### config.mk
export PLATFORM = sky130hd
export DESIGN_NAME = ptt_mulq
export DESIGN_NICKNAME = d
export VERILOG_FILES = /design/src/hw/rtl/ptt_pkg.sv /design/src/hw/rtl/ptt_mulq.sv
export SDC_FILE = /design/constraint.sdc
export NUM_CORES = 2
export LEC_CHECK = 0
export ABC_AREA = 1
export BUFFER_PORTS_ARGS = -buffer_cell sky130_fd_sc_hd__buf_4
export CORE_AREA = 10 10 412 414
export CTS_CLUSTER_SIZE = 10
export DETAILED_ROUTE_END_ITERATION = 8
export DIE_AREA = 0 0 422 424
export SLEW_MARGIN = 15
export SYNTH_ARGS = -nofsm -noshare
export SYNTH_HDL_FRONTEND = slang
export SYNTH_SLANG_ARGS = --single-unit
### constraint.sdc
create_clock -name clock -period 18.7 [get_ports clock]
set_clock_uncertainty 0.1 [all_clocks]
set_input_delay 0.935 -clock clock [delete_from_list [all_inputs] [get_ports clock]]
set_output_delay 0.935 -clock clock [all_outputs]
set_load 0.02 [all_outputs]
### src/hw/rtl/ptt_pkg.sv
// shared constants, field widths and arithmetic helpers for the pid tilt/thrust block
// no dependencies
`default_nettype none
package ptt_pkg;

   localparam int FRAC_BITS  = 16;
   localparam int DATA_WIDTH = 32;
   localparam int INTEG_BITS = 48;
   localparam int DT_WIDTH   = 17;
   localparam int GAIN_WIDTH = 31;
   localparam int TILT_WIDTH = 18;
   localparam int CORDIC_STAGES = 31;
   localparam int ANGLE_FRAC = 30;

   localparam int REQ_WIDTH = 312;
   localparam int RSP_WIDTH = 104;

   // register indexes
   localparam logic [2:0] REG_KP_H    = 3'd0;
   localparam logic [2:0] REG_KD_H    = 3'd1;
   localparam logic [2:0] REG_KI_H    = 3'd2;
   localparam logic [2:0] REG_KP_V    = 3'd3;
   localparam logic [2:0] REG_KD_V    = 3'd4;
   localparam logic [2:0] REG_KI_V    = 3'd5;
   localparam logic [2:0] REG_GRAVITY = 3'd6;
   localparam logic [2:0] REG_MASS    = 3'd7;

   localparam logic [30:0] GRAVITY_RESET = 31'd642908;
   localparam logic [30:0] MASS_RESET    = 31'd65536;

   // atan(2^-i) in Q30
   function automatic logic [29:0] atan_entry(input logic [4:0] i);
      logic [29:0] v;
      case (i)
         5'd0:  v = 30'd843314856;
         5'd1:  v = 30'd497837829;
         5'd2:  v = 30'd263043836;
         5'd3:  v = 30'd133525158;
         5'd4:  v = 30'd67021686;
         5'd5:  v = 30'd33543515;
         5'd6:  v = 30'd16775850;
         5'd7:  v = 30'd8388437;
         5'd8:  v = 30'd4194282;
         5'd9:  v = 30'd2097149;
         5'd10: v = 30'd1048575;
         5'd11: v = 30'd524287;
         5'd12: v = 30'd262143;
         5'd13: v = 30'd131071;
         5'd14: v = 30'd65535;
         5'd15: v = 30'd32767;
         5'd16: v = 30'd16383;
         5'd17: v = 30'd8191;
         5'd18: v = 30'd4095;
         5'd19: v = 30'd2047;
         5'd20: v = 30'd1023;
         5'd21: v = 30'd511;
         5'd22: v = 30'd255;
         5'd23: v = 30'd127;
         5'd24: v = 30'd63;
         5'd25: v = 30'd31;
         5'd26: v = 30'd15;
         5'd27: v = 30'd7;
         5'd28: v = 30'd3;
         5'd29: v = 30'd1;
         default: v = 30'd0;
      endcase
      return v;
   endfunction

   // signed value from sign and magnitude, clamped to 32 bits
   function automatic logic signed [31:0] sat_mag32(input logic neg, input logic [63:0] m);
      logic signed [31:0] r;
      if (neg) begin
         if (m > 64'h8000_0000) r = 32'sh8000_0000;
         else r = 32'(64'd0 - m);
      end else begin
         if (m > 64'h7fff_ffff) r = 32'sh7fff_ffff;
         else r = m[31:0];
      end
      return r;
   endfunction

   // same, clamped to 48 bits
   function automatic logic signed [47:0] sat_mag48(input logic neg, input logic [63:0] m);
      logic signed [47:0] r;
      if (neg) begin
         if (m > 64'h8000_0000_0000) r = 48'sh8000_0000_0000;
         else r = 48'(64'd0 - m);
      end else begin
         if (m > 64'h7fff_ffff_ffff) r = 48'sh7fff_ffff_ffff;
         else r = m[47:0];
      end
      return r;
   endfunction

   function automatic logic signed [31:0] sat34_to32(input logic signed [33:0] v);
      logic signed [31:0] r;
      if (v > 34'sd2147483647) r = 32'sh7fff_ffff;
      else if (v < -34'sd2147483648) r = 32'sh8000_0000;
      else r = v[31:0];
      return r;
   endfunction

   function automatic logic signed [47:0] sat49_to48(input logic signed [48:0] v);
      logic signed [47:0] r;
      if (v > 49'sh0_7fff_ffff_ffff) r = 48'sh7fff_ffff_ffff;
      else if (v < -49'sh0_8000_0000_0000) r = 48'sh8000_0000_0000;
      else r = v[47:0];
      return r;
   endfunction

endpackage
`default_nettype wire

### src/hw/rtl/ptt_mulq.sv
// fixed-point multiply unit: 48 x 31 magnitude product in two 32-bit passes,
// shift by the fraction bits and clamp; uses ptt_pkg
`default_nettype none
module ptt_mulq (
   input  wire logic               clock,
   input  wire logic               reset,
   input  wire logic               start,
   input  wire logic               neg,
   input  wire logic [47:0]        a_mag,
   input  wire logic [30:0]        b,
   input  wire logic               wide,
   output logic                    done,
   output logic signed [47:0]      result
);
   logic [2:0]  phase_ff, phase_in;
   logic [47:0] a_ff, a_in;
   logic [30:0] b_ff, b_in;
   logic        neg_ff, neg_in, wide_ff, wide_in;
   logic [62:0] prod_ff, prod_in;
   logic [78:0] acc_ff, acc_in;
   logic signed [47:0] result_ff, result_in;
   logic [31:0] mul_op;
   logic [63:0] shifted;

   assign mul_op  = (phase_ff == 3'd1) ? a_ff[31:0] : {16'd0, a_ff[47:32]};
   assign shifted = {1'b0, acc_ff[78:ptt_pkg::FRAC_BITS]};

   always_comb begin
      phase_in  = phase_ff;
      a_in      = a_ff;
      b_in      = b_ff;
      neg_in    = neg_ff;
      wide_in   = wide_ff;
      prod_in   = prod_ff;
      acc_in    = acc_ff;
      result_in = result_ff;
      case (phase_ff)
         3'd0: begin
            if (start) begin
               a_in = a_mag; b_in = b; neg_in = neg; wide_in = wide; phase_in = 3'd1;
            end
         end
         3'd1: begin
            prod_in  = 63'(mul_op * b_ff);
            phase_in = 3'd2;
         end
         3'd2: begin
            acc_in   = {16'd0, prod_ff};
            prod_in  = 63'(mul_op * b_ff);
            phase_in = 3'd3;
         end
         3'd3: begin
            acc_in   = acc_ff + {prod_ff[46:0], 32'd0};
            phase_in = 3'd4;
         end
         3'd4: begin
            if (wide_ff) result_in = ptt_pkg::sat_mag48(neg_ff, shifted);
            else result_in = 48'(ptt_pkg::sat_mag32(neg_ff, shifted));
            phase_in = 3'd5;
         end
         default: phase_in = 3'd0;
      endcase
   end

   always_ff @(posedge clock) begin
      if (reset) phase_ff <= 3'd0;
      else phase_ff <= phase_in;
      a_ff <= a_in; b_ff <= b_in; neg_ff <= neg_in; wide_ff <= wide_in;
      prod_ff <= prod_in; acc_ff <= acc_in; result_ff <= result_in;
   end

   assign done   = (phase_ff == 3'd5);
   assign result = result_ff;
endmodule
`default_nettype wire

* Word-level counts from Yosys, hierarchy flattened *
Index checks and enable logic that the tools add are counted.

storage, ports and cells
  flip-flop bits (word level) = 274
  input port bits = 84
  word-level logic and storage cells = 36

cells by class
  $add $sub $neg = 2
  $mul = 1
  order comparisons = 4
  eq/ne operators = 6
  muxes and demuxes = 11
  reductions and logical operators = 4

operator list
  operator                                              number
  2-to-1 mux 48 bit                                     4
  one-hot mux 79 bit (2 select lines)                   1
  2-to-1 mux 32 bit                                     4
  adder 79 bit                                          1
  > comparator 63 x 31 -> 1 bit, second input constant  1
  > comparator 63 x 32 -> 1 bit, second input constant  1
  > comparator 63 x 47 -> 1 bit, second input constant  1
  > comparator 63 x 48 -> 1 bit, second input constant  1
  multiplier 32 x 31 -> 63 bit                          1
  subtractor 1 x 48 -> 48 bit, first input constant     1
  one-hot mux 3 bit (5 select lines)                    1
  == test 3 x 2 -> 1 bit, second input constant         2
  == test 3 bit, second input constant                  2
  == test 3 x 1 -> 1 bit, second input constant         1
  zero test 3 bit                                       1
  2-to-1 mux 3 bit                                      1
  != test 2 bit, second input constant                  1
  AND reduction 2 bit                                   1
  nonzero test 2 bit                                    1
  OR reduction 2 bit                                    1

* Depth between registers and ports, before layout *
  depth after elaboration = 4
  depth in mapped cells = 38
  gate-level depth less buffers = 36

* Least setup slack after synthesis *
No wires, ideal clock.

  path type = register to register
  start point = register phase_ff[2]
  end point = register prod_ff[55], data pin
  arrival = 6.865 ns
  data required time = 18.348 ns
  slack = 11.483 ns
  stages on the path, launching flop included = 34
  buffers on the path = 3
  cell sequence = dfxtp_1 -> nor2_1 -> nand2_2 -> inv_2 -> buf_4 -> or2_2 -> o21ai_0 -> buf_4 -> buf_4 -> nor2_1 -> fa_1 -> inv_1 -> fa_1 -> inv_1 -> fa_1 -> inv_1 -> fa_1 -> inv_1 -> fa_1 -> fa_1 -> fa_1 -> inv_1 -> fa_1 -> inv_1 -> ha_1 -> nand2_1 -> nor2_1 -> inv_1 -> nor2_1 -> nand2_1 -> nor3_1 -> nand2_1 -> nand3_1 -> nand2_1

on the way
  longest elaborated chain between the ends = 3

ends and longest elaborated chain
  item                          RTL line                        source
  start: declaration            ptt_mulq.sv:15                  logic [2:0] phase_ff, phase_in;
  start signal: assignment      ptt_mulq.sv:67                  else phase_ff <= phase_in;
  == test 3 x 1 -> 1 bit        ptt_mulq.sv:25, ptt_mulq.sv:37
  2-to-1 mux 32 bit             ptt_mulq.sv:25                  assign mul_op = (phase_ff == 3'd1) ? a_ff[31:0] : {16'd0, a_ff[47:32]};
  multiplier 32 x 31 -> 63 bit  ptt_mulq.sv:44, ptt_mulq.sv:49
  end signal: assignment        ptt_mulq.sv:69                  prod_ff <= prod_in; acc_ff <= acc_in; result_ff <= result_in;
  end: declaration              ptt_mulq.sv:19                  logic [62:0] prod_ff, prod_in;

No other way between the ends.
A chain may end at the register's enable or synchronous reset.

* Final worst setup path *
  start point = register phase_ff[0]
  end point = register prod_ff[41], data pin

The elaborated chain is that of the path after synthesis.

==> flow_summary.yaml <==
yosys:
  synth_area_mm2: 0.0482
  yosys_warnings: 0
  synth_cell_type_count: 43
  synthCells: 6168
  ys_ff_latch: 258
  synth-seq-area-share_pct: 16.0
  avgSynthCellArea_um2: 7.81
  syn-num-nets: 7423
clock_tree:
  cts_tree: "done"
  clock-sinks: 258
  cts.reportedPaths.clkPinSlew_ps: 70
  ctsHoldBuffers: 0
  clk_latency_ps: 630
  post_cts_resized: 0
  cts_buffers: 36
  post_cts_buffers: 0
  cts_root_buf: "clkbuf_16"
  clock_path_buffers: 3
  htreeDepth: 2
global_routing:
  grt_max_degree: 72
  antenna_found_initial: 2
  grt-ovfl-total: 0
  grt_pass1_vias: 42600
  grt.total_usage_pct: 19.0
  grt_pass1_wl_mm: 261
route:
  drt_iter0_markers: 3576
  first_pass_iters: 8
  wire_per_inst_um: 20.5
  viasPerCell: 4.80
  wl_mm: 172
  drc: 0
  ant_nets: 0
  num_vias: 40300
place:
  hpwlAfterDp_mm: 137
  place.gp.congestion: 0.959
  io_buffer_count: 132
  placed_cells: 8338
die:
  initial_core_util_pct: 29.8
  fp.dieArea_mm2: 0.179
  coreArea_mm2: 0.162
  rows: 148
  io_pins: 133
  die_x_um: 422
  die_h_um: 424
timing:
  tightest_slew_ps: 1230
  timing.setup.tns_ps: 0
  fmax_mhz: 104
  max_slew_margin_pct: 17.8
  finalCritPeriodShare_pct: 51.6
  fin_crit_ps: 9660
  final_max_slew_viol_count: 0
  rsz0062_at_grt: "no"
  finalHoldViolations: 0
  setup_violations: 0
critical_path:
  cp_num_buf_inv: 5
  cpPeakStageDelay_ps: 940
  crit_fanout: 32
  cp.required_ps: 18940
  cp_common_cell: "fa_1"
  crit_path_end_kind: "flip-flop"
  crit_slowest_cell: "inv_1"
  worst_ep_arrival_time_ps: 9890
  critical_path_class: "reg2reg"
  worst_path_dominant_cell_family: "adder cells"
  crit_path_start_kind: "flip-flop"
cells_and_area:
  final_cell_mix: "nand2_1, inv_1, nor2_1"
  final_common_cell: "nand2_1"
  finalNonFillerCells: 8393
  fin_nets: 7456
  synthToLayoutAreaGrowth_pct: 9.12
  drive_gt1_share_pct: 5.37
run:
  maxCapViolCount: 0
status:
  outcome: "finished clean"
worst_hold_path:
  hold_path_class: "in2reg"
-- cell families after synthesis --
logic type / Yosys count / synth area share (%)
AOI/OAI and AO/OA: 223 / 2.49
xor gates and xnor gates: 52 / 0.946
adders and majority gates: 1171 / 43.9
buffers and inverters: 1544 / 12.4
DFF: 258 / 16.0
and+or+nand+nor: 2920 / 24.2
-- cells in the mapped netlist (all sizes together) --
| cell | n | area [um^2] |
|---|---|---|
| xnor2 | 20 | 175 |
| or2 | 23 | 144 |
| a31oi | 1 | 6.26 |
| nand3b | 11 | 82.6 |
| and3 | 3 | 18.8 |
| xor2 | 32 | 280 |
| o21bai | 12 | 90.1 |
| nor2 | 909 | 3500 |
| nor3 | 23 | 115 |
| and2 | 7 | 48.8 |
| buf | 83 | 499 |
| a21boi | 1 | 7.51 |
| fa | 867 | 17400 |
| nand4 | 38 | 238 |
| o21a | 2 | 15.0 |
| o22ai | 2 | 12.5 |
| nand3 | 202 | 1030 |
| edfxtp | 255 | 7660 |
| clkbuf | 114 | 428 |
| dfxtp | 3 | 60.1 |
| a21o | 2 | 15.0 |
| ha | 304 | 3800 |
| o21ai | 98 | 517 |
| inv | 1333 | 5000 |
| clkinv | 14 | 52.6 |
| nor4 | 8 | 50.1 |
| nand2 | 1696 | 6430 |
| a21oi | 105 | 537 |
-- layout make-up --
cell class	count	area, um^2
sequential	258	7720
clock buffer	42	945
fill	17100	109000
tap	2175	2720
antenna	1	2.50
clock inverter	12	156
timing repair buffer	192	1440
multi-input combinational	4366	34500
inverter	1347	5060
-- flip-flops by register name, indices dropped and copies added (netlist names) --
register,cells
result,48
b_ff,31
neg_ff,1
wide_ff,1
acc_ff,63
prod_ff,63
a_ff,48
phase_ff,3
-- routing by layer --
metal | up-vias | part of all wire, % | routed length, um | track usage [%]
li1 | 18300 | - | - | -
met1 | 19700 | 40 | 68900 | 24.0
met2 | 1902 | 45 | 78200 | 31.4
met3 | 430 | 9.1 | 15600 | 4.02
met4 | 2 | 5.4 | 9240 | 8.24
met5 | - | 0.0076 | 13 | 0
-- through the flow --
| stage | hold slack [ps] | instance area [um^2] | setup slack [ps] | utilization [%] |
|---|---|---|---|---|
| 3_3_place_gp | 449 | 51500 | 9110 | 31.8 |
| 2_1_floorplan | 386 | 48200 | 11480 | - |
| 3_5_place_dp | 440 | 51500 | 9060 | 31.8 |
| 5_1_grt | 359 | 52600 | 8580 | 32.5 |
| 6_report | 381 | 52600 | 9040 | 32.5 |
| 4_1_cts | 358 | 52600 | 9040 | 32.5 |
-- final timing paths --
kind / start / to / slack [ps] / depth (start not counted)
setup / recovery: phase_ff[0] / prod_ff[41] / 9040 / 25
hold / removal: a_mag[33] / a_ff[33] / 380 / 1
setup reg to reg: phase_ff[0] / prod_ff[41] / 9040 / 25
hold reg to reg: prod_ff[50] / acc_ff[50] / 450 / 2
Power is not shown: default switching activity piles up to over one toggle a cycle in this logic, so the estimate is an artifact.
