$ cat src/hw/rtl/ptt_pkg.sv
// shared constants, field widths and arithmetic helpers for the pid tilt/thrust block
// no dependencies
`default_nettype none
package ptt_pkg;

   localparam int FRAC_BITS  = 16;
   localparam int DATA_WIDTH = 32;
   localparam int INTEG_BITS = 48;
   localparam int DT_WIDTH   = 17;
   localparam int GAIN_WIDTH = 31;
   localparam int TILT_WIDTH = 18;
   localparam int CORDIC_STAGES = 31;
   localparam int ANGLE_FRAC = 30;

   localparam int REQ_WIDTH = 312;
   localparam int RSP_WIDTH = 104;

   // register indexes
   localparam logic [2:0] REG_KP_H    = 3'd0;
   localparam logic [2:0] REG_KD_H    = 3'd1;
   localparam logic [2:0] REG_KI_H    = 3'd2;
   localparam logic [2:0] REG_KP_V    = 3'd3;
   localparam logic [2:0] REG_KD_V    = 3'd4;
   localparam logic [2:0] REG_KI_V    = 3'd5;
   localparam logic [2:0] REG_GRAVITY = 3'd6;
   localparam logic [2:0] REG_MASS    = 3'd7;

   localparam logic [30:0] GRAVITY_RESET = 31'd642908;
   localparam logic [30:0] MASS_RESET    = 31'd65536;

   // atan(2^-i) in Q30
   function automatic logic [29:0] atan_entry(input logic [4:0] i);
      logic [29:0] v;
      case (i)
         5'd0:  v = 30'd843314856;
         5'd1:  v = 30'd497837829;
         5'd2:  v = 30'd263043836;
         5'd3:  v = 30'd133525158;
         5'd4:  v = 30'd67021686;
         5'd5:  v = 30'd33543515;
         5'd6:  v = 30'd16775850;
         5'd7:  v = 30'd8388437;
         5'd8:  v = 30'd4194282;
         5'd9:  v = 30'd2097149;
         5'd10: v = 30'd1048575;
         5'd11: v = 30'd524287;
         5'd12: v = 30'd262143;
         5'd13: v = 30'd131071;
         5'd14: v = 30'd65535;
         5'd15: v = 30'd32767;
         5'd16: v = 30'd16383;
         5'd17: v = 30'd8191;
         5'd18: v = 30'd4095;
         5'd19: v = 30'd2047;
         5'd20: v = 30'd1023;
         5'd21: v = 30'd511;
         5'd22: v = 30'd255;
         5'd23: v = 30'd127;
         5'd24: v = 30'd63;
         5'd25: v = 30'd31;
         5'd26: v = 30'd15;
         5'd27: v = 30'd7;
         5'd28: v = 30'd3;
         5'd29: v = 30'd1;
         default: v = 30'd0;
      endcase
      return v;
   endfunction

   // signed value from sign and magnitude, clamped to 32 bits
   function automatic logic signed [31:0] sat_mag32(input logic neg, input logic [63:0] m);
      logic signed [31:0] r;
      if (neg) begin
         if (m > 64'h8000_0000) r = 32'sh8000_0000;
         else r = 32'(64'd0 - m);
      end else begin
         if (m > 64'h7fff_ffff) r = 32'sh7fff_ffff;
         else r = m[31:0];
      end
      return r;
   endfunction

   // same, clamped to 48 bits
   function automatic logic signed [47:0] sat_mag48(input logic neg, input logic [63:0] m);
      logic signed [47:0] r;
      if (neg) begin
         if (m > 64'h8000_0000_0000) r = 48'sh8000_0000_0000;
         else r = 48'(64'd0 - m);
      end else begin
         if (m > 64'h7fff_ffff_ffff) r = 48'sh7fff_ffff_ffff;
         else r = m[47:0];
      end
      return r;
   endfunction

   function automatic logic signed [31:0] sat34_to32(input logic signed [33:0] v);
      logic signed [31:0] r;
      if (v > 34'sd2147483647) r = 32'sh7fff_ffff;
      else if (v < -34'sd2147483648) r = 32'sh8000_0000;
      else r = v[31:0];
      return r;
   endfunction

   function automatic logic signed [47:0] sat49_to48(input logic signed [48:0] v);
      logic signed [47:0] r;
      if (v > 49'sh0_7fff_ffff_ffff) r = 48'sh7fff_ffff_ffff;
      else if (v < -49'sh0_8000_0000_0000) r = 48'sh8000_0000_0000;
      else r = v[47:0];
      return r;
   endfunction

endpackage
`default_nettype wire

$ cat src/hw/rtl/ptt_cordic.sv
// vectoring cordic for atan2(acc, g): bit-at-a-time normalize, 31 rotations,
// round to output fraction; uses ptt_pkg
`default_nettype none
module ptt_cordic (
   input  wire logic               clock,
   input  wire logic               reset,
   input  wire logic               start,
   input  wire logic signed [31:0] acc,
   input  wire logic [30:0]        grav,
   output logic                    done,
   output logic signed [17:0]      tilt
);
   localparam logic [1:0] C_IDLE = 2'd0;
   localparam logic [1:0] C_NORM = 2'd1;
   localparam logic [1:0] C_ITER = 2'd2;
   localparam logic [1:0] C_ROUND = 2'd3;
   localparam int RSH = ptt_pkg::ANGLE_FRAC - ptt_pkg::FRAC_BITS;

   logic [1:0]         state_ff, state_in;
   logic               done_ff, done_in, neg_ff, neg_in;
   logic [4:0]         step_ff, step_in;
   logic [52:0]        mx_ff, mx_in;
   logic signed [56:0] x_ff, x_in, y_ff, y_in, xs, ys;
   logic signed [32:0] z_ff, z_in;
   logic signed [17:0] tilt_ff, tilt_in;
   logic [32:0]        acc_mag, z_mag, z_rnd;
   logic [31:0]        amag;

   assign acc_mag = acc[31] ? 33'(-{acc[31], acc}) : {1'b0, acc};
   assign amag    = acc_mag[31:0];
   assign xs      = x_ff >>> step_ff;
   assign ys      = y_ff >>> step_ff;
   assign z_mag   = z_ff[32] ? 33'(-z_ff) : z_ff;
   assign z_rnd   = (z_mag + 33'(1 << (RSH - 1))) >> RSH;

   always_comb begin
      state_in = state_ff; done_in = 1'b0; neg_in = neg_ff; step_in = step_ff;
      mx_in = mx_ff; x_in = x_ff; y_in = y_ff; z_in = z_ff; tilt_in = tilt_ff;
      case (state_ff)
         C_IDLE: begin
            if (start) begin
               neg_in = acc[31];
               x_in   = 57'(grav);
               y_in   = 57'(amag);
               mx_in  = (amag > {1'b0, grav}) ? 53'(amag) : 53'(grav);
               z_in   = '0;
               state_in = C_NORM;
            end
         end
         C_NORM: begin
            if (!mx_ff[52]) begin
               mx_in = {mx_ff[51:0], 1'b0};
               x_in  = x_ff <<< 1;
               y_in  = y_ff <<< 1;
            end else begin
               if (neg_ff) y_in = -y_ff;
               step_in  = '0;
               state_in = C_ITER;
            end
         end
         C_ITER: begin
            if (!y_ff[56]) begin
               x_in = x_ff + ys; y_in = y_ff - xs;
               z_in = z_ff + 33'(ptt_pkg::atan_entry(step_ff));
            end else begin
               x_in = x_ff - ys; y_in = y_ff + xs;
               z_in = z_ff - 33'(ptt_pkg::atan_entry(step_ff));
            end
            step_in = step_ff + 5'd1;
            if (step_ff == 5'(ptt_pkg::CORDIC_STAGES - 1)) state_in = C_ROUND;
         end
         C_ROUND: begin
            tilt_in  = z_ff[32] ? 18'(-z_rnd) : z_rnd[17:0];
            done_in  = 1'b1;
            state_in = C_IDLE;
         end
         default: state_in = C_IDLE;
      endcase
   end

   always_ff @(posedge clock) begin
      if (reset) begin
         state_ff <= C_IDLE; done_ff <= 1'b0;
      end else begin
         state_ff <= state_in; done_ff <= done_in;
      end
      neg_ff <= neg_in; step_ff <= step_in; mx_ff <= mx_in;
      x_ff <= x_in; y_ff <= y_in; z_ff <= z_in; tilt_ff <= tilt_in;
   end

   assign done = done_ff;
   assign tilt = tilt_ff;
endmodule
`default_nettype wire

$ cat config.mk
export PLATFORM = sky130hd
export DESIGN_NAME = ptt_cordic
export DESIGN_NICKNAME = d
export VERILOG_FILES = /design/src/hw/rtl/ptt_pkg.sv /design/src/hw/rtl/ptt_cordic.sv
export SDC_FILE = /design/constraint.sdc
export NUM_CORES = 2
export LEC_CHECK = 0
export CORE_MARGIN = 1
export CORE_UTILIZATION = 28
export DETAILED_ROUTE_END_ITERATION = 12
export DONT_BUFFER_PORTS = 1
export HOLD_SLACK_MARGIN = 0.15
export PLACE_DENSITY = 0.46
export SYNTH_ARGS = -nofsm -noshare
export SYNTH_HDL_FRONTEND = slang
export SYNTH_SLANG_ARGS = --single-unit
$ cat constraint.sdc
create_clock -name clock -period 8.3 [get_ports clock]
set_clock_uncertainty 0.2 [all_clocks]
set_input_delay 1.245 -clock clock [delete_from_list [all_inputs] [get_ports clock]]
set_output_delay 1.245 -clock clock [all_outputs]
set_load 0.01 [all_outputs]
* Word level (Yosys, flattened, before mapping)
Memories as Yosys holds them, arrays and structs flattened. A register that Yosys moved wholly into a read port is not among the register bits.
Cells that the tools add are included.
** Storage, ports and cells
- Output and inout port bits :: 19
- ROM bits :: 1920
- Memories :: 2
- Bits in registers :: 227
- Bits of input ports :: 66
** Cells by class
- Reduce and logical (&&, ||, !) cells :: 13
- Shift operators :: 2
- Equality and inequality tests :: 9
- $lt $le $gt $ge :: 1
- Muxes and demuxes :: 32
- Add/sub/neg operators :: 12
** Memories
- (no name shown) :: depth 32, bits a word 30, read ports 1, clocked after Yosys merged registers in 1, write ports 0, line ptt_pkg.sv:34 : case (i)
- (no name shown) :: depth 32, bits a word 30, read ports 1, clocked after Yosys merged registers in 1, write ports 0, line ptt_pkg.sv:34
** Operator list (number)
- $mux W57 :: 7
- $pmux W57 S3 :: 2
- $mux W30 :: 4
- $add A57 B57 Y57 :: 2
- $sshr A57 B5 Y57 :: 2
- $sub A57 B57 Y57 :: 2
- $mux W53 :: 2
- $pmux W53 S2 :: 1
- $mux W32 :: 3
- $mux W33 :: 2
- $pmux W33 S2 :: 1
- $neg A32 Y32 :: 2
- $neg A57 Y57 :: 1
- $add A33 B30 Y33 :: 1
- $sub A33 B30 Y33 :: 1
- $add A32 B14 Y32 const B :: 1
- $gt A32 B31 Y1 :: 1
- $mux W18 :: 1
- $neg A18 Y18 :: 1
- $mux W5 :: 3
- $reduce_and A3 Y1 :: 4
- $pmux W5 S2 :: 1
- $ne A2 B2 Y1 const B :: 4
- $pmux W2 S4 :: 1
- 11 further kinds :: 19

* Longest topological paths before layout
- Depth in word-level cells :: 6
- Gate-level depth with buffers :: 33

* Least setup slack after synthesis
Ideal clock, no wire load.
- Path kind :: reg-to-reg
- Start :: register step_ff[4]
- End :: register y_ff[56], data pin
- Buffers on the path :: 11
- Path slack :: 907 ps
- Library setup time :: 271 ps
- Clock period less this slack :: 7393 ps
- Data required time :: 7829 ps
- Cell stages (with the launch flop) :: 33
- Arrival :: 6922 ps
- Cells stage by stage :: edfxtp_1 -> buf_2 -> buf_2 -> buf_2 -> buf_1 -> clkbuf_1 -> clkbuf_1 -> clkbuf_1 -> clkbuf_1 -> clkbuf_1 -> clkbuf_1 -> clkbuf_1 -> nor2_1 -> nor2_1 -> ha_1 -> nand3_1 -> nor2_1 -> inv_1 -> nor2_1 -> a21oi_1 -> xor2_1 -> ha_1 -> and3_1 -> nand2_1 -> or4_1 -> a211oi_1 -> o31ai_1 -> o221a_2 -> o21a_1 -> o21bai_1 -> a21oi_1 -> xnor2_1 -> o22ai_1
** On the way
- Cells in the longest elaborated chain, start to end :: 4
** RTL lines
- from (decl) :: line ptt_cordic.sv:21 : logic [4:0] step_ff, step_in;
- from (signal assigned) :: line ptt_cordic.sv:87 : neg_ff <= neg_in; step_ff <= step_in; mx_ff <= mx_in;
- $sshr A57 B5 Y57 (*) :: line ptt_cordic.sv:31 : assign xs = x_ff >>> step_ff;
- $sub A57 B57 Y57 or $add A57 B57 Y57 (tied branches) :: line ptt_cordic.sv:63, ptt_cordic.sv:66
- $mux W57 (*) :: line ptt_cordic.sv:62 : if (!y_ff[56]) begin
- $pmux W57 S3 (*) :: line ptt_cordic.sv:39 : case (state_ff)
- via y_in[56] :: line ptt_cordic.sv:23 : logic signed [56:0] x_ff, x_in, y_ff, y_in, xs, ys;
- to (signal assigned) :: line ptt_cordic.sv:88 : x_ff <= x_in; y_ff <= y_in; z_ff <= z_in; tilt_ff <= tilt_in;
- to (decl) :: line ptt_cordic.sv:23
Mark *: on every way through the listed nets, which the timed path passes. The rest lies on a longest branch.
A chain may end at the register's enable or synchronous reset.

* Worst setup path in the final report
- Start :: register step_ff[4]
- End :: register y_ff[55], data pin
Same word-level chain as after synthesis.

==> results_dict.tcl <==
set metrics [dict create \
    final_nets 4498 \
    critPathCaptureType "register" \
    drive_above_1_share_pct 13.33 \
    crit_path_top_delay_cell "edfxtp_1" \
    required_ns 8.43 \
    fillers 13670 \
    use_met3_pct 3.499 \
    drc 0 \
    cp_max_fo 12 \
    arrival_ns 8.10 \
    cpMostUsedCell "o21ai_0" \
    wl_per_cell_um 25.97 \
    cts_tree "yes" \
    rows 131 \
    cts_inserted_buffers 40 \
    track_usage_pct 22.95 \
    die_w_um 362.3 \
    routed_wl_um 155500 \
    start_kind "register" \
    cts_sinks 257 \
    crit_path_max_incr_delay_ns 0.95 \
    clk_latency_ns 0.61 \
    hold_viol 0 \
    vias_per_cell 5.955 \
    die_area_um2 131200 \
    placed_cell_area_um2 38740 \
    synth-async-reset-ratio_pct 0 \
    antenna_found_initial 1 \
    grt_overflow_total 0 \
    ios 85 \
    dpl.hpwl_um 118900 \
    yosysSeqAreaShare_pct 20.33 \
    start_util_pct 28.35 \
    use_met1_pct 31.69 \
    gp_congestion 0.9899 \
    grt_max_degree 87 \
    syn_nets 4583 \
    core_area_um2 128200 \
    vias 35650 \
    path_class "register to register" \
    hold_class "register to register" \
    final_cell_area_um2 40150 \
    rsz0062_at_grt "no" \
    grt_util_met2_pct 36.04 \
    first_iter_violations 3763 \
    setup_viol 0 \
    syn_avg_cell_area_um2 8.433 \
    cp_cell_sequence "buf_4 > mux4_2 > mux4_2 > a221oi_1 > nand4_1 > or3b_1 > nor4_4 > buf_4 > and2b_1 > a21oi_1 > xor2_1 > ha_1 > nand2_1 > o21ai_0 > a21o_1 > a21oi_1 > o21ai_0 > a41oi_1 > nor2b_1 > o21ai_0 > a41oi_1 > xor2_1 > o22ai_1" \
    flow.area_growth_from_synthesis_pct 10.49 \
    cts_hold_repair.buffers 0 \
    tightest_slew_ns 1.483 \
    dr.pass1.iters 6 \
    clockRootBuffer "clkbuf_16" \
    yosys_warnings 0 \
    cts_htree_levels 2 \
    postCtsSetupRepairBufs 0 \
    max_cap_viol_count 0 \
    grt_pass1_vias 33720 \
    slew_headroom_pct 0.9422 \
    synth_edf_count 224 \
    synth_cell_types 106 \
    die_y_um 362.3 \
    portBuffers 0 \
    report.final.slew_viol_count 0 \
    finalCritPeriodShare_pct 96.04 \
    netlist_instances 4309 \
    netlist_area_um2 36340 \
    ys_ff_latch 257 \
    status "finished, final reports clean" \
    cts_resized 0 \
    grt_pass1_wl_um 230200 \
    synth_flop_cell "edfxtp_1" \
    post-route-min-period_ns 7.972 \
    fmax_mhz 125.4 \
    cts.path.max_buffers 3 \
    grt_busiest_layer "met2" \
    setup_tns_ns 0 \
    clkSlewWorstSetupHoldPaths_ns 0.06 \
    ant_nets 0 \
]
metal layers:
layer	wire length [µm]	part of all wire (%)	vias to the layer above
met4	5857	3.8	2
met1	69110	44	17460
li1	-	-	16280
met2	69110	44	1614
met5	13	0.0084	-
met3	11400	7.3	295
final timing paths:
kind	start	to	slack, ns	cells after the start
worst max-delay path	step_ff[4]$_DFFE_PP_	y_ff[55]$_DFFE_PP_	0.33	23
worst min-delay path	mx_ff[0]$_DFFE_PP_	mx_ff[1]$_DFFE_PP_	0.32	2
worst max register to register	step_ff[4]$_DFFE_PP_	y_ff[55]$_DFFE_PP_	0.33	23
worst min register to register	mx_ff[0]$_DFFE_PP_	mx_ff[1]$_DFFE_PP_	0.32	2
worst max-delay path: cells and delay by family (launching register included):
family	cells	cell delay (ns)
compound gates	10	2.26
simple gates	6	1.91
mux	2	1.07
flops	1	0.95
buf+inv	2	0.53
xor+xnor	2	0.45
fa+ha+maj	1	0.33
layout make-up:
type                       instances  area [µm²]  area share (%)
timing repair buffer             192        1554           3.870
tap                             1729        2163           5.388
sequential                       257        7387           18.40
antenna                            3       7.507         0.01870
multi-input combinational       3608       27160           67.65
clock buffer                      54        1169           2.910
clock inverter                    19       239.0          0.5952
inverter                         125       469.2           1.169
cell usage after synthesis, drive strengths merged, types with 38 or more instances:
cell | instances | area [µm²]
nor2 | 379 | 1423
nand2 | 347 | 1303
a21oi | 342 | 1712
o21ai | 256 | 1281
edfxtp | 224 | 6726
xnor2 | 217 | 1901
clkbuf | 213 | 799.5
ha | 205 | 2565
mux2i | 167 | 1672
mux4 | 156 | 3555
inv | 120 | 450.4
xor2 | 119 | 1042
buf | 106 | 620.6
a21o | 96 | 720.7
mux2 | 94 | 1059
nor3 | 91 | 460.4
nand3 | 78 | 400.4
a31oi | 70 | 437.9
o22ai | 65 | 406.6
and3 | 63 | 394.1
nor2b | 61 | 384.1
a22oi | 60 | 450.4
nand4 | 53 | 344.1
and2 | 52 | 325.3
nand2b | 42 | 262.8
a211oi | 41 | 325.3
o31ai | 38 | 285.3
layout by cell type (no fill, tap or decap), drive strengths merged, types with 24 or more instances in the layout:
master	netlist	routed
a211oi	41	41
a21o	96	96
a21oi	342	342
a22oi	60	60
a31oi	70	70
a41oi	24	24
and2	52	52
and3	63	63
buf	106	192
clkbuf	213	54
dfxtp	33	33
edfxtp	224	224
ha	205	205
inv	120	122
mux2	94	94
mux2i	167	167
mux4	156	156
nand2	347	347
nand2b	42	42
nand3	78	78
nand4	53	53
nor2	379	379
nor2b	61	61
nor3	91	91
nor4	35	35
o211ai	24	24
o21a	31	31
o21ai	256	256
o221ai	24	24
o22ai	65	65
o31ai	38	38
xnor2	217	217
xor2	119	119
cell families (layout without fill, tap and decap cells):
group / after synthesis / after routing / share of synthesized area [%]
muxes: 417 / 417 / 17.30
buffers and inverters: 444 / 390 / 5.199
AOI/OAI and AO/OA: 1316 / 1316 / 23.81
DFF: 257 / 257 / 20.33
xor gates and xnor gates: 336 / 336 / 8.098
and+or+nand+nor: 1331 / 1331 / 18.04
adders and majority gates: 208 / 208 / 7.224
other: 0 / 3 / 0
through the flow:
stage | cells | setup WS, ns | hold slack, ns | util (%)
global route | 5984 | 0.03058 | 0.3475 | 31.32
global placement | 5911 | 0.3939 | 0.3067 | 30.22
finish | 5987 | 0.3285 | 0.3244 | 31.33
detailed placement | 5911 | 0.5518 | 0.3137 | 30.22
CTS | 5984 | 0.5297 | 0.3298 | 31.32
floorplan | 4309 | 0.9067 | 0.2631 | -
Power is left out: the tool's default activity adds up to more than one toggle a clock period on the data nets, which glitch-free logic cannot reach.
