$ cat src/hw/rtl/ptt_pkg.sv
// shared constants, field widths and arithmetic helpers for the pid tilt/thrust block
// no dependencies
`default_nettype none
package ptt_pkg;

   localparam int FRAC_BITS  = 16;
   localparam int DATA_WIDTH = 32;
   localparam int INTEG_BITS = 48;
   localparam int DT_WIDTH   = 17;
   localparam int GAIN_WIDTH = 31;
   localparam int TILT_WIDTH = 18;
   localparam int CORDIC_STAGES = 31;
   localparam int ANGLE_FRAC = 30;

   localparam int REQ_WIDTH = 312;
   localparam int RSP_WIDTH = 104;

   // register indexes
   localparam logic [2:0] REG_KP_H    = 3'd0;
   localparam logic [2:0] REG_KD_H    = 3'd1;
   localparam logic [2:0] REG_KI_H    = 3'd2;
   localparam logic [2:0] REG_KP_V    = 3'd3;
   localparam logic [2:0] REG_KD_V    = 3'd4;
   localparam logic [2:0] REG_KI_V    = 3'd5;
   localparam logic [2:0] REG_GRAVITY = 3'd6;
   localparam logic [2:0] REG_MASS    = 3'd7;

   localparam logic [30:0] GRAVITY_RESET = 31'd642908;
   localparam logic [30:0] MASS_RESET    = 31'd65536;

   // atan(2^-i) in Q30
   function automatic logic [29:0] atan_entry(input logic [4:0] i);
      logic [29:0] v;
      case (i)
         5'd0:  v = 30'd843314856;
         5'd1:  v = 30'd497837829;
         5'd2:  v = 30'd263043836;
         5'd3:  v = 30'd133525158;
         5'd4:  v = 30'd67021686;
         5'd5:  v = 30'd33543515;
         5'd6:  v = 30'd16775850;
         5'd7:  v = 30'd8388437;
         5'd8:  v = 30'd4194282;
         5'd9:  v = 30'd2097149;
         5'd10: v = 30'd1048575;
         5'd11: v = 30'd524287;
         5'd12: v = 30'd262143;
         5'd13: v = 30'd131071;
         5'd14: v = 30'd65535;
         5'd15: v = 30'd32767;
         5'd16: v = 30'd16383;
         5'd17: v = 30'd8191;
         5'd18: v = 30'd4095;
         5'd19: v = 30'd2047;
         5'd20: v = 30'd1023;
         5'd21: v = 30'd511;
         5'd22: v = 30'd255;
         5'd23: v = 30'd127;
         5'd24: v = 30'd63;
         5'd25: v = 30'd31;
         5'd26: v = 30'd15;
         5'd27: v = 30'd7;
         5'd28: v = 30'd3;
         5'd29: v = 30'd1;
         default: v = 30'd0;
      endcase
      return v;
   endfunction

   // signed value from sign and magnitude, clamped to 32 bits
   function automatic logic signed [31:0] sat_mag32(input logic neg, input logic [63:0] m);
      logic signed [31:0] r;
      if (neg) begin
         if (m > 64'h8000_0000) r = 32'sh8000_0000;
         else r = 32'(64'd0 - m);
      end else begin
         if (m > 64'h7fff_ffff) r = 32'sh7fff_ffff;
         else r = m[31:0];
      end
      return r;
   endfunction

   // same, clamped to 48 bits
   function automatic logic signed [47:0] sat_mag48(input logic neg, input logic [63:0] m);
      logic signed [47:0] r;
      if (neg) begin
         if (m > 64'h8000_0000_0000) r = 48'sh8000_0000_0000;
         else r = 48'(64'd0 - m);
      end else begin
         if (m > 64'h7fff_ffff_ffff) r = 48'sh7fff_ffff_ffff;
         else r = m[47:0];
      end
      return r;
   endfunction

   function automatic logic signed [31:0] sat34_to32(input logic signed [33:0] v);
      logic signed [31:0] r;
      if (v > 34'sd2147483647) r = 32'sh7fff_ffff;
      else if (v < -34'sd2147483648) r = 32'sh8000_0000;
      else r = v[31:0];
      return r;
   endfunction

   function automatic logic signed [47:0] sat49_to48(input logic signed [48:0] v);
      logic signed [47:0] r;
      if (v > 49'sh0_7fff_ffff_ffff) r = 48'sh7fff_ffff_ffff;
      else if (v < -49'sh0_8000_0000_0000) r = 48'sh8000_0000_0000;
      else r = v[47:0];
      return r;
   endfunction

endpackage
`default_nettype wire

$ cat src/hw/rtl/ptt_div.sv
// restoring divider, one quotient bit per cycle: (mag << frac) / time step,
// clamped to 32 bits; uses ptt_pkg
`default_nettype none
module ptt_div (
   input  wire logic               clock,
   input  wire logic               reset,
   input  wire logic               start,
   input  wire logic               neg,
   input  wire logic [32:0]        num_mag,
   input  wire logic [16:0]        den,
   output logic                    done,
   output logic signed [31:0]      result
);
   localparam int NUM_BITS = 33 + ptt_pkg::FRAC_BITS;

   logic [5:0]            count_ff, count_in;
   logic                  busy_ff, busy_in, done_ff, done_in, neg_ff, neg_in;
   logic [NUM_BITS-1:0]   num_ff, num_in, quo_ff, quo_in;
   logic [16:0]           rem_ff, rem_in, den_ff, den_in;
   logic [17:0]           trial;
   logic signed [31:0]    result_ff, result_in;

   assign trial = {rem_ff, num_ff[NUM_BITS-1]};

   always_comb begin
      count_in = count_ff; busy_in = busy_ff; done_in = 1'b0; neg_in = neg_ff;
      num_in = num_ff; quo_in = quo_ff; rem_in = rem_ff; den_in = den_ff;
      result_in = result_ff;
      if (start && !busy_ff) begin
         busy_in  = 1'b1;
         neg_in   = neg;
         num_in   = {num_mag, {ptt_pkg::FRAC_BITS{1'b0}}};
         den_in   = den;
         rem_in   = '0;
         quo_in   = '0;
         count_in = 6'(NUM_BITS);
      end else if (busy_ff) begin
         if (count_ff != 6'd0) begin
            num_in = {num_ff[NUM_BITS-2:0], 1'b0};
            if (trial >= {1'b0, den_ff}) begin
               rem_in = 17'(trial - {1'b0, den_ff});
               quo_in = {quo_ff[NUM_BITS-2:0], 1'b1};
            end else begin
               rem_in = trial[16:0];
               quo_in = {quo_ff[NUM_BITS-2:0], 1'b0};
            end
            count_in = count_ff - 6'd1;
         end else begin
            result_in = ptt_pkg::sat_mag32(neg_ff, 64'(quo_ff));
            busy_in   = 1'b0;
            done_in   = 1'b1;
         end
      end
   end

   always_ff @(posedge clock) begin
      if (reset) begin
         busy_ff <= 1'b0; done_ff <= 1'b0; count_ff <= '0;
      end else begin
         busy_ff <= busy_in; done_ff <= done_in; count_ff <= count_in;
      end
      neg_ff <= neg_in; num_ff <= num_in; quo_ff <= quo_in; rem_ff <= rem_in;
      den_ff <= den_in; result_ff <= result_in;
   end

   assign done   = done_ff;
   assign result = result_ff;
endmodule
`default_nettype wire

$ cat config.mk
export PLATFORM = sky130hd
export DESIGN_NAME = ptt_div
export DESIGN_NICKNAME = d
export VERILOG_FILES = /design/src/hw/rtl/ptt_pkg.sv /design/src/hw/rtl/ptt_div.sv
export SDC_FILE = /design/constraint.sdc
export NUM_CORES = 1
export LEC_CHECK = 0
export ABC_CLOCK_PERIOD_IN_PS = 3890
export BUFFER_PORTS_ARGS = -buffer_cell sky130_fd_sc_hd__buf_4
export CAP_MARGIN = 5
export CORE_MARGIN = 8
export CORE_UTILIZATION = 25
export DETAILED_ROUTE_END_ITERATION = 12
export PLACE_DENSITY_LB_ADDON = 0.25
export SYNTH_ARGS = -nofsm -noshare
export SYNTH_HDL_FRONTEND = slang
export SYNTH_SLANG_ARGS = --single-unit
$ cat constraint.sdc
create_clock -name clock -period 3.89 [get_ports clock]
set_clock_uncertainty 0.1 [all_clocks]
set_input_delay 0.5835 -clock clock [delete_from_list [all_inputs] [get_ports clock]]
set_output_delay 0.5835 -clock clock [all_outputs]
set_load 0.02 [all_outputs]
======== Word level (Yosys, flattened, before mapping) ========
Index checks and enable logic that the tools add are counted.
operators by class
  bitwise logic cells ..................... 3
  shifts and indexed selects .............. 0
  equality and inequality tests ........... 0
  mux-type cells .......................... 15
  order comparisons ....................... 3
  $mul .................................... 0
  div/mod/pow operators ................... 0
  reduce and logical (&&, ||, !) cells .... 10
  $add $sub $neg .......................... 3
operators by type and width
  cell                   number
  $mux 49                3
  $mux 32                3
  $gt 49x31->1 const B   1
  $gt 49x32->1 const B   1
  $sub 1x32->32 const A  1
  $ge 18x17->1           1
  $mux 6                 3
  $mux 17                1
  $sub 17x17->17         1
  $reduce_bool 6->1      1
  $sub 6x1->6 const B    1
  $mux 1                 5
  $reduce_and 2->1       2
  $reduce_bool 2->1      2
  $not 1->1              3
  $reduce_and 3->1       1
  $reduce_or 3->1        1
  $reduce_or 2->1        1
  $logic_and 1x1->1      1
  $logic_not 1->1        1
storage, ports and cells
  memory bits (read-only) ................. 0
  memory bits (writable) .................. 0
  register bits ........................... 157
  bits in latches ......................... 0
  memories kept ........................... 0
  output and inout port bits .............. 33

======== Depth between registers and ports, before layout ========
Gate-level depths: netlist of run 1.
  depth after elaboration ................. 4
  gate-level depth with buffers ........... 12
  gate-level depth less buffers ........... 10

======== Worst setup path after synthesis of run 1 ========
Ideal clock, no wire load.
  path type ............................... flip-flop to flip-flop
  start ................................... register quo_ff[0]
  end ..................................... register result_ff[11], in the netlist result[11], data pin
  data required time ...................... 3.620 ns
  buffers on the path ..................... 3
  arrival time ............................ 2.591 ns
  setup slack ............................. 1.029 ns
  stages on the path, launching flop included .. 12
  cells stage by stage .................... dfxtp_1 -> inv_1 -> ha_1 -> or3b_1 -> or4_1 -> buf_2 -> o41ai_2 -> and2b_1 -> buf_6 -> nor2_4 -> buf_6 -> a311oi_2
between the ends
  longest elaborated chain between the ends .. 3
  elaborated cells on any way between the ends .. 6
  classes of those cells .................. add/sub: 1; order compare: 2; mux: 3
ends and longest elaborated chain
  item                                        RTL line                      source
  start: declaration                          ptt_div.sv:18                 logic [NUM_BITS-1:0] num_ff, num_in, quo_ff, quo_in;
  start signal: assignment                    ptt_div.sv:62                 neg_ff <= neg_in; num_ff <= num_in; quo_ff <= quo_in; rem_ff <= rem_in;
  $gt 49x31->1, or another cell as far along  ptt_pkg.sv:77                 if (m > 64'h7fff_ffff) r = 32'sh7fff_ffff;
  $mux 32, on equally long branches           ptt_pkg.sv:77, ptt_pkg.sv:74
  $mux 32 *                                   ptt_pkg.sv:73                 if (neg) begin
  end signal: assignment                      ptt_div.sv:63                 den_ff <= den_in; result_ff <= result_in;
  end: declaration                            ptt_div.sv:21                 logic signed [31:0] result_ff, result_in;
Mark *: on every way between the ends. The rest lies on a longest branch, timed or not.
A chain may end at the register's enable or synchronous reset.

======== Worst setup path in the final report of run 1 ========
  start ................................... register quo_ff[0]
  end ..................................... register result_ff[30], in the netlist result[30], data pin
Same word-level chain as after synthesis.

==> impl_metrics.prom, run 1 <==
# TYPE chip_impl_metric gauge
chip_impl_metric{name="tritoncts_num_sinks",unit=""} 157
chip_impl_metric{name="synth_enable_flop_cells",unit=""} 83
chip_impl_metric{name="core",unit="µm²"} 31560
chip_impl_metric{name="n_antenna_cell",unit=""} 0
chip_impl_metric{name="post-route-drc-count",unit=""} 0
chip_impl_info{name="min-delay-path-class",value="in -> reg"} 1
chip_impl_info{name="outcome",value="complete, no violations"} 1
chip_impl_metric{name="finalWirelength",unit="µm"} 20740
chip_impl_info{name="layout_commonest_cell",value="nand2_1"} 1
chip_impl_metric{name="data_required_time_at_the_worst_endpoint",unit="ns"} 4.04
chip_impl_metric{name="hold_buffers",unit=""} 0
chip_impl_metric{name="ios",unit=""} 87
chip_impl_metric{name="final_slew_violations",unit=""} 0
chip_impl_metric{name="first_global_vias",unit=""} 6468
chip_impl_metric{name="worst_setup_slack_before_clock_tree_synthesis",unit="ns"} 0.5421
chip_impl_metric{name="ys_warn_count",unit=""} 0
chip_impl_info{name="worst_setup_path_startpoint",value="quo_ff[0]"} 1
chip_impl_metric{name="grt_antenna_before_repair",unit=""} 0
chip_impl_metric{name="setup_total_negative_slack",unit="ns"} 0
chip_impl_info{name="ys_top_cells_by_area",value="edfxtp_1 (31%), dfxtp_1 (18%), nand2_1 (11%)"} 1
chip_impl_metric{name="layout-drive-gt1-share",unit="%"} 17.65
chip_impl_metric{name="count_of_antenna_violating_nets_left_after_detailed_routing",unit=""} 0
chip_impl_metric{name="synthSimpleGateAreaFrac",unit="%"} 25.46
chip_impl_metric{name="count_of_standard_cell_rows",unit=""} 65
chip_impl_metric{name="finalWorstSetupSlack",unit="ns"} 0.5526
chip_impl_metric{name="asyncSetResetFlopFracSynth",unit="%"} 0
chip_impl_info{name="hold_start",value="den[6]"} 1
chip_impl_metric{name="critical_path_arrival",unit="ns"} 3.48
chip_impl_metric{name="synth_compound_gate_area_share",unit="%"} 13.81
chip_impl_metric{name="powerDensity",unit="nW/µm²"} 467.8
chip_impl_metric{name="area.growth.synth_to_final",unit="%"} 20.15
chip_impl_info{name="buffer_cell_driving_the_clock_tree_root",value="clkbuf_16"} 1
chip_impl_info{name="worstSetupPathType",value="reg -> reg"} 1
chip_impl_metric{name="synth_xor_xnor_area_share",unit="%"} 1.639
chip_impl_metric{name="die-height",unit="µm"} 195.1
chip_impl_metric{name="post_synth.cell_area_avg",unit="µm²"} 8.927
chip_impl_info{name="timing.critical_path.from_type",value="register"} 1
chip_impl_info{name="rsz_0062_raised_after_global_routing",value="no"} 1
chip_impl_metric{name="min_period_over_period",unit="%"} 85.79
chip_impl_metric{name="hpwl",unit="µm"} 13720
chip_impl_metric{name="finalHoldViolations",unit=""} 0
chip_impl_metric{name="ir_drop",unit="mV"} 0.2616
chip_impl_metric{name="min_path_cells",unit=""} 1
chip_impl_info{name="highest_count_cells_in_the_layout_ignoring_fill_and_taps",value="nand2_1 (228), buf_4 (101), edfxtp_1 (83)"} 1
chip_impl_metric{name="globalplace.congestion",unit=""} 0.7863
chip_impl_info{name="critical_path.reg2reg.endpoint",value="result[30]"} 1
chip_impl_metric{name="hold-worst-slack",unit="ns"} 0.2299
chip_impl_metric{name="detailroute.via_count",unit=""} 6518
chip_impl_metric{name="synth-seq-cells",unit=""} 157
chip_impl_metric{name="leakagePower",unit="nW"} 4.095
chip_impl_metric{name="period_needed",unit="ns"} 3.337
chip_impl_metric{name="reg2reg_slack",unit="ns"} 0.55
chip_impl_metric{name="setup_violations",unit=""} 0
chip_impl_metric{name="grt_start_max_net_pins",unit=""} 96
chip_impl_metric{name="cts_buffers",unit=""} 17
chip_impl_metric{name="synth_mux_area_share",unit="%"} 1.139
chip_impl_metric{name="clock_pin_slew_worst_setup_and_hold_paths",unit="ns"} 0.07
chip_impl_metric{name="globalRouteOverflowTotal",unit=""} 0
chip_impl_metric{name="placed_cells_incl_taps",unit=""} 1333
chip_impl_metric{name="route.detailed.vias_per_inst",unit=""} 4.775
chip_impl_metric{name="finish.utilization",unit="%"} 30.52
chip_impl_metric{name="dr.first_iter.drc_count",unit=""} 383
chip_impl_metric{name="achievable-frequency",unit="MHz"} 299.6
chip_impl_metric{name="worst_r2r_path_depth",unit=""} 8
chip_impl_info{name="worstHoldEndpoint",value="den_ff[6]"} 1
chip_impl_info{name="r2r_start",value="quo_ff[0]"} 1
chip_impl_info{name="endpoint_kind",value="register"} 1
chip_impl_metric{name="post-cts-setup-buffers",unit=""} 0
chip_impl_metric{name="clk-insertion-delay-late",unit="ns"} 0.42
chip_impl_metric{name="post_synth_inst_count",unit=""} 898
chip_impl_metric{name="timing_worst_slew_pin_value",unit="ns"} 1.097
chip_impl_info{name="post-synth-top-area-cell",value="edfxtp_1"} 1
chip_impl_metric{name="cap_viol_max_count",unit=""} 0
chip_impl_metric{name="synth_fp_nets",unit=""} 973
chip_impl_metric{name="placement.io_buffers",unit=""} 86
chip_impl_metric{name="grt.total_usage",unit="%"} 11.03
chip_impl_info{name="top_flip_flop_cell_by_instance_count_after_synthesis",value="edfxtp_1"} 1
chip_impl_info{name="synth_top_family_by_area",value="simple AND/OR/NAND/NOR gates"} 1
chip_impl_metric{name="total_standard_cell_area_after_synthesis",unit="µm²"} 8016
chip_impl_metric{name="cts-resized-gates",unit=""} 0
chip_impl_metric{name="yosys.area_share.adder",unit="%"} 3.371
chip_impl_metric{name="post_drt_wl_per_cell",unit="µm"} 15.19
chip_impl_info{name="tritoncts_clock_tree",value="built"} 1
chip_impl_metric{name="floorplan.initialDensity",unit="%"} 25.40
chip_impl_metric{name="post-route-cell-area",unit="µm²"} 9632
chip_impl_metric{name="grt_pass1_wl",unit="µm"} 34830
chip_impl_metric{name="total_power",unit="mW"} 4.506
chip_impl_metric{name="die_area",unit="µm²"} 38050
chip_impl_metric{name="ys_types",unit=""} 61
chip_impl_metric{name="worstPathMaxFanout",unit=""} 24
chip_impl_metric{name="clock_tree.htree_level_count",unit=""} 4
chip_impl_metric{name="ys_seq_area_share",unit="%"} 49.57
chip_impl_metric{name="timing.slew.headroom",unit="%"} 26.89
chip_impl_metric{name="nets",unit=""} 1025
chip_impl_metric{name="fin_cells",unit=""} 1365
chip_impl_metric{name="detailed_place.area",unit="µm²"} 9006
chip_impl_metric{name="synth_top_cell_area_share",unit="%"} 31.09
chip_impl_metric{name="die_x",unit="µm"} 195.1
chip_impl_metric{name="dr.pass1.iters",unit=""} 5
chip_impl_metric{name="cts.path.max_buffers",unit=""} 2
-- cells in the mapped netlist (10+ instances only) --
master / count
nor3_1: 20
nand2_1: 228
a311oi_2: 12
dfxtp_1: 74
ha_1: 20
nor4_1: 10
edfxtp_1: 83
o21ai_0: 21
nand3_1: 78
a21oi_1: 60
inv_1: 30
clkbuf_1: 54
nand4_1: 17
nor2_1: 36
-- sequential cells by signal, indices dropped and copies added (netlist names) --
name      cells
quo_ff       49
num_ff       33
result       32
den_ff       17
rem_ff       17
count_ff      6
busy_ff       1
done          1
neg_ff        1
-- cell type report --
type	count	area, µm²
fillers	3338	21920
flip-flops and latches	157	3974
multi-input cells	643	3659
repair buffers	101	758.2
well taps	402	503.0
clock buffers	17	425.4
clock inverters	15	200.2
inverters	30	112.6
-- critical path, cell delays in order, from the launching register on --
cell	delay (ns)
dfxtp_1	0.36
inv_1	0.14
ha_1	0.19
or3b_1	0.41
or4_1	0.68
o41ai_2	0.39
and2b_1	0.37
nor2_4	0.23
a311oi_1	0.29
-- layer usage --
metal / vias up / global-route usage, % / part of all wire (%)
li1: 3310 / - / -
met1: 3057 / 14.64 / 49
met2: 138 / 17.84 / 46
met3: 13 / 3.078 / 4.4
met4: 0 / 1.993 / 0.72
met5: - / 0 / 0
-- where the power goes --
group | switching [mW] | internal (mW) | leakage, nW | total, mW
Combinational | 0.469 | 0.285 | 2.39 | 0.754
Clock | 0.767 | 1.04 | 0.307 | 1.80
Sequential | 0.0520 | 1.89 | 1.40 | 1.95
Total | 1.29 | 3.22 | 4.09 | 4.51
-- worst max path at each step --
stage,endpoint,slack [ns],depth (start not counted)
2_1_floorplan,result[11],1.03,11
4_1_cts,result[30],0.52,8
6_report,result[30],0.55,8
3_3_place_gp,result[12],0.65,8
3_5_place_dp,result[30],0.54,8
5_1_grt,result[30],0.31,8
-- cells by family (layout without fill, tap and decap cells) --
group                    count (synthesis)  in the layout
flip-flops                             157            157
buffers and inverters                   98            163
multiplexers                             9              9
AO/OA/AOI/OAI                          154            154
adder cells (fa/ha/maj)                 21             21
AND/OR/NAND/NOR                        444            444
XOR/XNOR                                15             15
(Power assumes the default switching activity.)
==> run 2: changes to the inputs <==
--- a/config.mk
+++ b/config.mk
@@ -10,8 +10,11 @@
 export CAP_MARGIN = 5
 export CORE_MARGIN = 8
 export CORE_UTILIZATION = 25
+export CTS_BUF_LIST = sky130_fd_sc_hd__clkbuf_8
 export DETAILED_ROUTE_END_ITERATION = 12
 export PLACE_DENSITY_LB_ADDON = 0.25
+export RECOVER_POWER = 50
+export SLEW_MARGIN = 5
 export SYNTH_ARGS = -nofsm -noshare
 export SYNTH_HDL_FRONTEND = slang
 export SYNTH_SLANG_ARGS = --single-unit
==> impl_metrics.prom, run 2 (synthesis gave the netlist of run 1 again) <==
# TYPE chip_impl_metric gauge
chip_impl_info{name="endpoint_kind",value="register"} 1
chip_impl_metric{name="total_power",unit="mW"} 4.059
chip_impl_metric{name="core",unit="µm²"} 31560
chip_impl_info{name="buffer_cell_driving_the_clock_tree_root",value="clkbuf_8"} 1
chip_impl_info{name="worst_setup_path_startpoint",value="quo_ff[0]"} 1
chip_impl_info{name="outcome",value="complete, no violations"} 1
chip_impl_metric{name="tritoncts_num_sinks",unit=""} 157
chip_impl_metric{name="worst_path_largest_cell_delay",unit="ns"} 0.68
chip_impl_metric{name="cts_buffers",unit=""} 17
chip_impl_metric{name="data_required_time_at_the_worst_endpoint",unit="ns"} 4.08
chip_impl_info{name="worstSetupPathType",value="reg -> reg"} 1
chip_impl_metric{name="share_comb_of_total_power",unit="%"} 18.2
chip_impl_metric{name="worstPathMaxFanout",unit=""} 24
chip_impl_metric{name="hold_buffers",unit=""} 0
chip_impl_metric{name="clockPowerShare",unit="%"} 33.9
chip_impl_metric{name="powerDensity",unit="nW/µm²"} 436.3
chip_impl_metric{name="ios",unit=""} 87
chip_impl_metric{name="layout-drive-gt1-share",unit="%"} 14.02
chip_impl_metric{name="globalRouteOverflowTotal",unit=""} 0
chip_impl_info{name="min-delay-path-class",value="in -> reg"} 1
chip_impl_metric{name="floorplan.initialDensity",unit="%"} 25.40
chip_impl_metric{name="first_global_vias",unit=""} 6478
chip_impl_metric{name="dr.pass1.iters",unit=""} 7
chip_impl_metric{name="finalHoldViolations",unit=""} 0
chip_impl_metric{name="grt_pass1_wl",unit="µm"} 34760
chip_impl_info{name="tritoncts_clock_tree",value="built"} 1
chip_impl_metric{name="placement.io_buffers",unit=""} 86
chip_impl_metric{name="dr.first_iter.drc_count",unit=""} 386
chip_impl_metric{name="globalplace.congestion",unit=""} 0.7863
chip_impl_metric{name="grt_start_max_net_pins",unit=""} 96
chip_impl_metric{name="seqPwrFrac",unit="%"} 47.9
chip_impl_metric{name="cts-resized-gates",unit=""} 0
chip_impl_info{name="layout_commonest_cell",value="nand2_1"} 1
chip_impl_info{name="critical_path.slowest_cell",value="or4_1"} 1
chip_impl_metric{name="worst_setup_slack_before_clock_tree_synthesis",unit="ns"} 0.5421
chip_impl_info{name="top_usage_layer",value="met2"} 1
chip_impl_metric{name="net-switching-power",unit="mW"} 1.236
chip_impl_metric{name="setup_total_negative_slack",unit="ns"} 0
chip_impl_metric{name="cp.buffers_inverters",unit=""} 1
chip_impl_metric{name="reg2reg_slack",unit="ns"} 0.56
chip_impl_metric{name="clock_tree.htree_level_count",unit=""} 4
chip_impl_metric{name="achievable-frequency",unit="MHz"} 300.2
chip_impl_info{name="r2r_start",value="quo_ff[0]"} 1
chip_impl_metric{name="area.growth.synth_to_final",unit="%"} 16.06
chip_impl_metric{name="die_x",unit="µm"} 195.1
chip_impl_metric{name="route.detailed.vias_per_inst",unit=""} 4.761
chip_impl_metric{name="leakagePower",unit="nW"} 3.873
chip_impl_metric{name="timing_worst_slew_pin_value",unit="ns"} 1.239
chip_impl_metric{name="clk-insertion-delay-late",unit="ns"} 0.47
chip_impl_metric{name="critical_path_arrival",unit="ns"} 3.53
chip_impl_metric{name="internal_power",unit="mW"} 2.823
chip_impl_metric{name="timing.slew.headroom",unit="%"} 17.41
chip_impl_metric{name="largest_register_ffs",unit=""} 49
chip_impl_metric{name="count_of_standard_cell_rows",unit=""} 65
chip_impl_metric{name="clock_pin_slew_worst_setup_and_hold_paths",unit="ns"} 0.10
chip_impl_metric{name="period_needed",unit="ns"} 3.332
chip_impl_metric{name="globalRouteMet2Util",unit="%"} 17.79
chip_impl_metric{name="final_slew_violations",unit=""} 0
chip_impl_metric{name="setup_violations",unit=""} 0
chip_impl_metric{name="n_antenna_cell",unit=""} 0
chip_impl_info{name="worst_path_dominant_cell_family",value="simple AND/OR/NAND/NOR gates"} 1
chip_impl_metric{name="post_drt_wl_per_cell",unit="µm"} 15.22
chip_impl_metric{name="finalWorstSetupSlack",unit="ns"} 0.5584
chip_impl_metric{name="post-route-drc-count",unit=""} 0
chip_impl_info{name="timing.critical_path.from_type",value="register"} 1
chip_impl_info{name="cp_cell_sequence",value="inv_1, ha_1, or3b_1, or4_1, o41ai_2, and2b_1, nor2_4, a311oi_1"} 1
chip_impl_metric{name="grt.total_usage",unit="%"} 11.02
chip_impl_metric{name="post-route-cell-area",unit="µm²"} 9304
chip_impl_metric{name="min_period_over_period",unit="%"} 85.65
chip_impl_metric{name="finalWirelength",unit="µm"} 20770
chip_impl_metric{name="nets",unit=""} 1025
chip_impl_metric{name="ir_drop",unit="mV"} 0.2235
chip_impl_metric{name="grt_antenna_before_repair",unit=""} 0
chip_impl_metric{name="grt.met1_usage",unit="%"} 14.63
chip_impl_metric{name="detailed_place.area",unit="µm²"} 9006
chip_impl_metric{name="die_area",unit="µm²"} 38050
chip_impl_metric{name="detailroute.via_count",unit=""} 6499
chip_impl_metric{name="finish.utilization",unit="%"} 29.48
chip_impl_metric{name="cts.path.max_buffers",unit=""} 2
chip_impl_metric{name="swShare",unit="%"} 30.45
chip_impl_metric{name="die-height",unit="µm"} 195.1
chip_impl_metric{name="use_met3",unit="%"} 2.390
chip_impl_metric{name="hpwl",unit="µm"} 13720
chip_impl_metric{name="post-cts-setup-buffers",unit=""} 0
chip_impl_info{name="highest_count_cells_in_the_layout_ignoring_fill_and_taps",value="nand2_1 (228), edfxtp_1 (83), nand3_1 (78)"} 1
chip_impl_info{name="largest-register",value="quo_ff"} 1
chip_impl_metric{name="cap_viol_max_count",unit=""} 0
chip_impl_info{name="hold_start",value="den[6]"} 1
chip_impl_metric{name="count_of_antenna_violating_nets_left_after_detailed_routing",unit=""} 0
chip_impl_info{name="rsz_0062_raised_after_global_routing",value="no"} 1
[run 2: layer usage]
metal	routed length (µm)	up-vias
met5	0	-
met4	227	0
met1	10240	3031
li1	-	3310
met2	9508	141
met3	793	17
[run 2: through the flow]
step                      hold WS (ns)  std cells
after floorplan                 0.3257        898
after global placement          0.3442       1333
after detailed placement        0.3416       1333
after CTS                       0.1396       1365
after global routing            0.1698       1365
final                           0.2051       1365
[run 2: layout make-up]
cell class | instances | area (µm²)
clock buffer | 17 | 234.0
clock inverter | 15 | 200.2
fill | 3396 | 22250
inverter | 30 | 112.6
multi-input combinational | 643 | 3651
sequential | 157 | 3974
tap | 402 | 503.0
timing repair buffer | 101 | 629.4
[run 2: power by group through the flow]
| stage | Sequential [mW] | Clock [mW] | Combinational (mW) |
|---|---|---|---|
| detailed placement | 1.99 | 0 | 0.760 |
| global placement | 1.98 | 0 | 0.753 |
| global route | 1.96 | 1.51 | 0.836 |
| CTS | 1.95 | 1.43 | 0.764 |
| floorplan | 1.99 | 0 | 0.513 |
| finish | 1.95 | 1.38 | 0.737 |
[run 2: path summary, 6_finish.rpt]
check	to	cells after the start
hold reg to reg	quo_ff[45]	2
setup / recovery	result[30]	8
setup reg to reg	result[30]	8
hold / removal	den_ff[6]	1
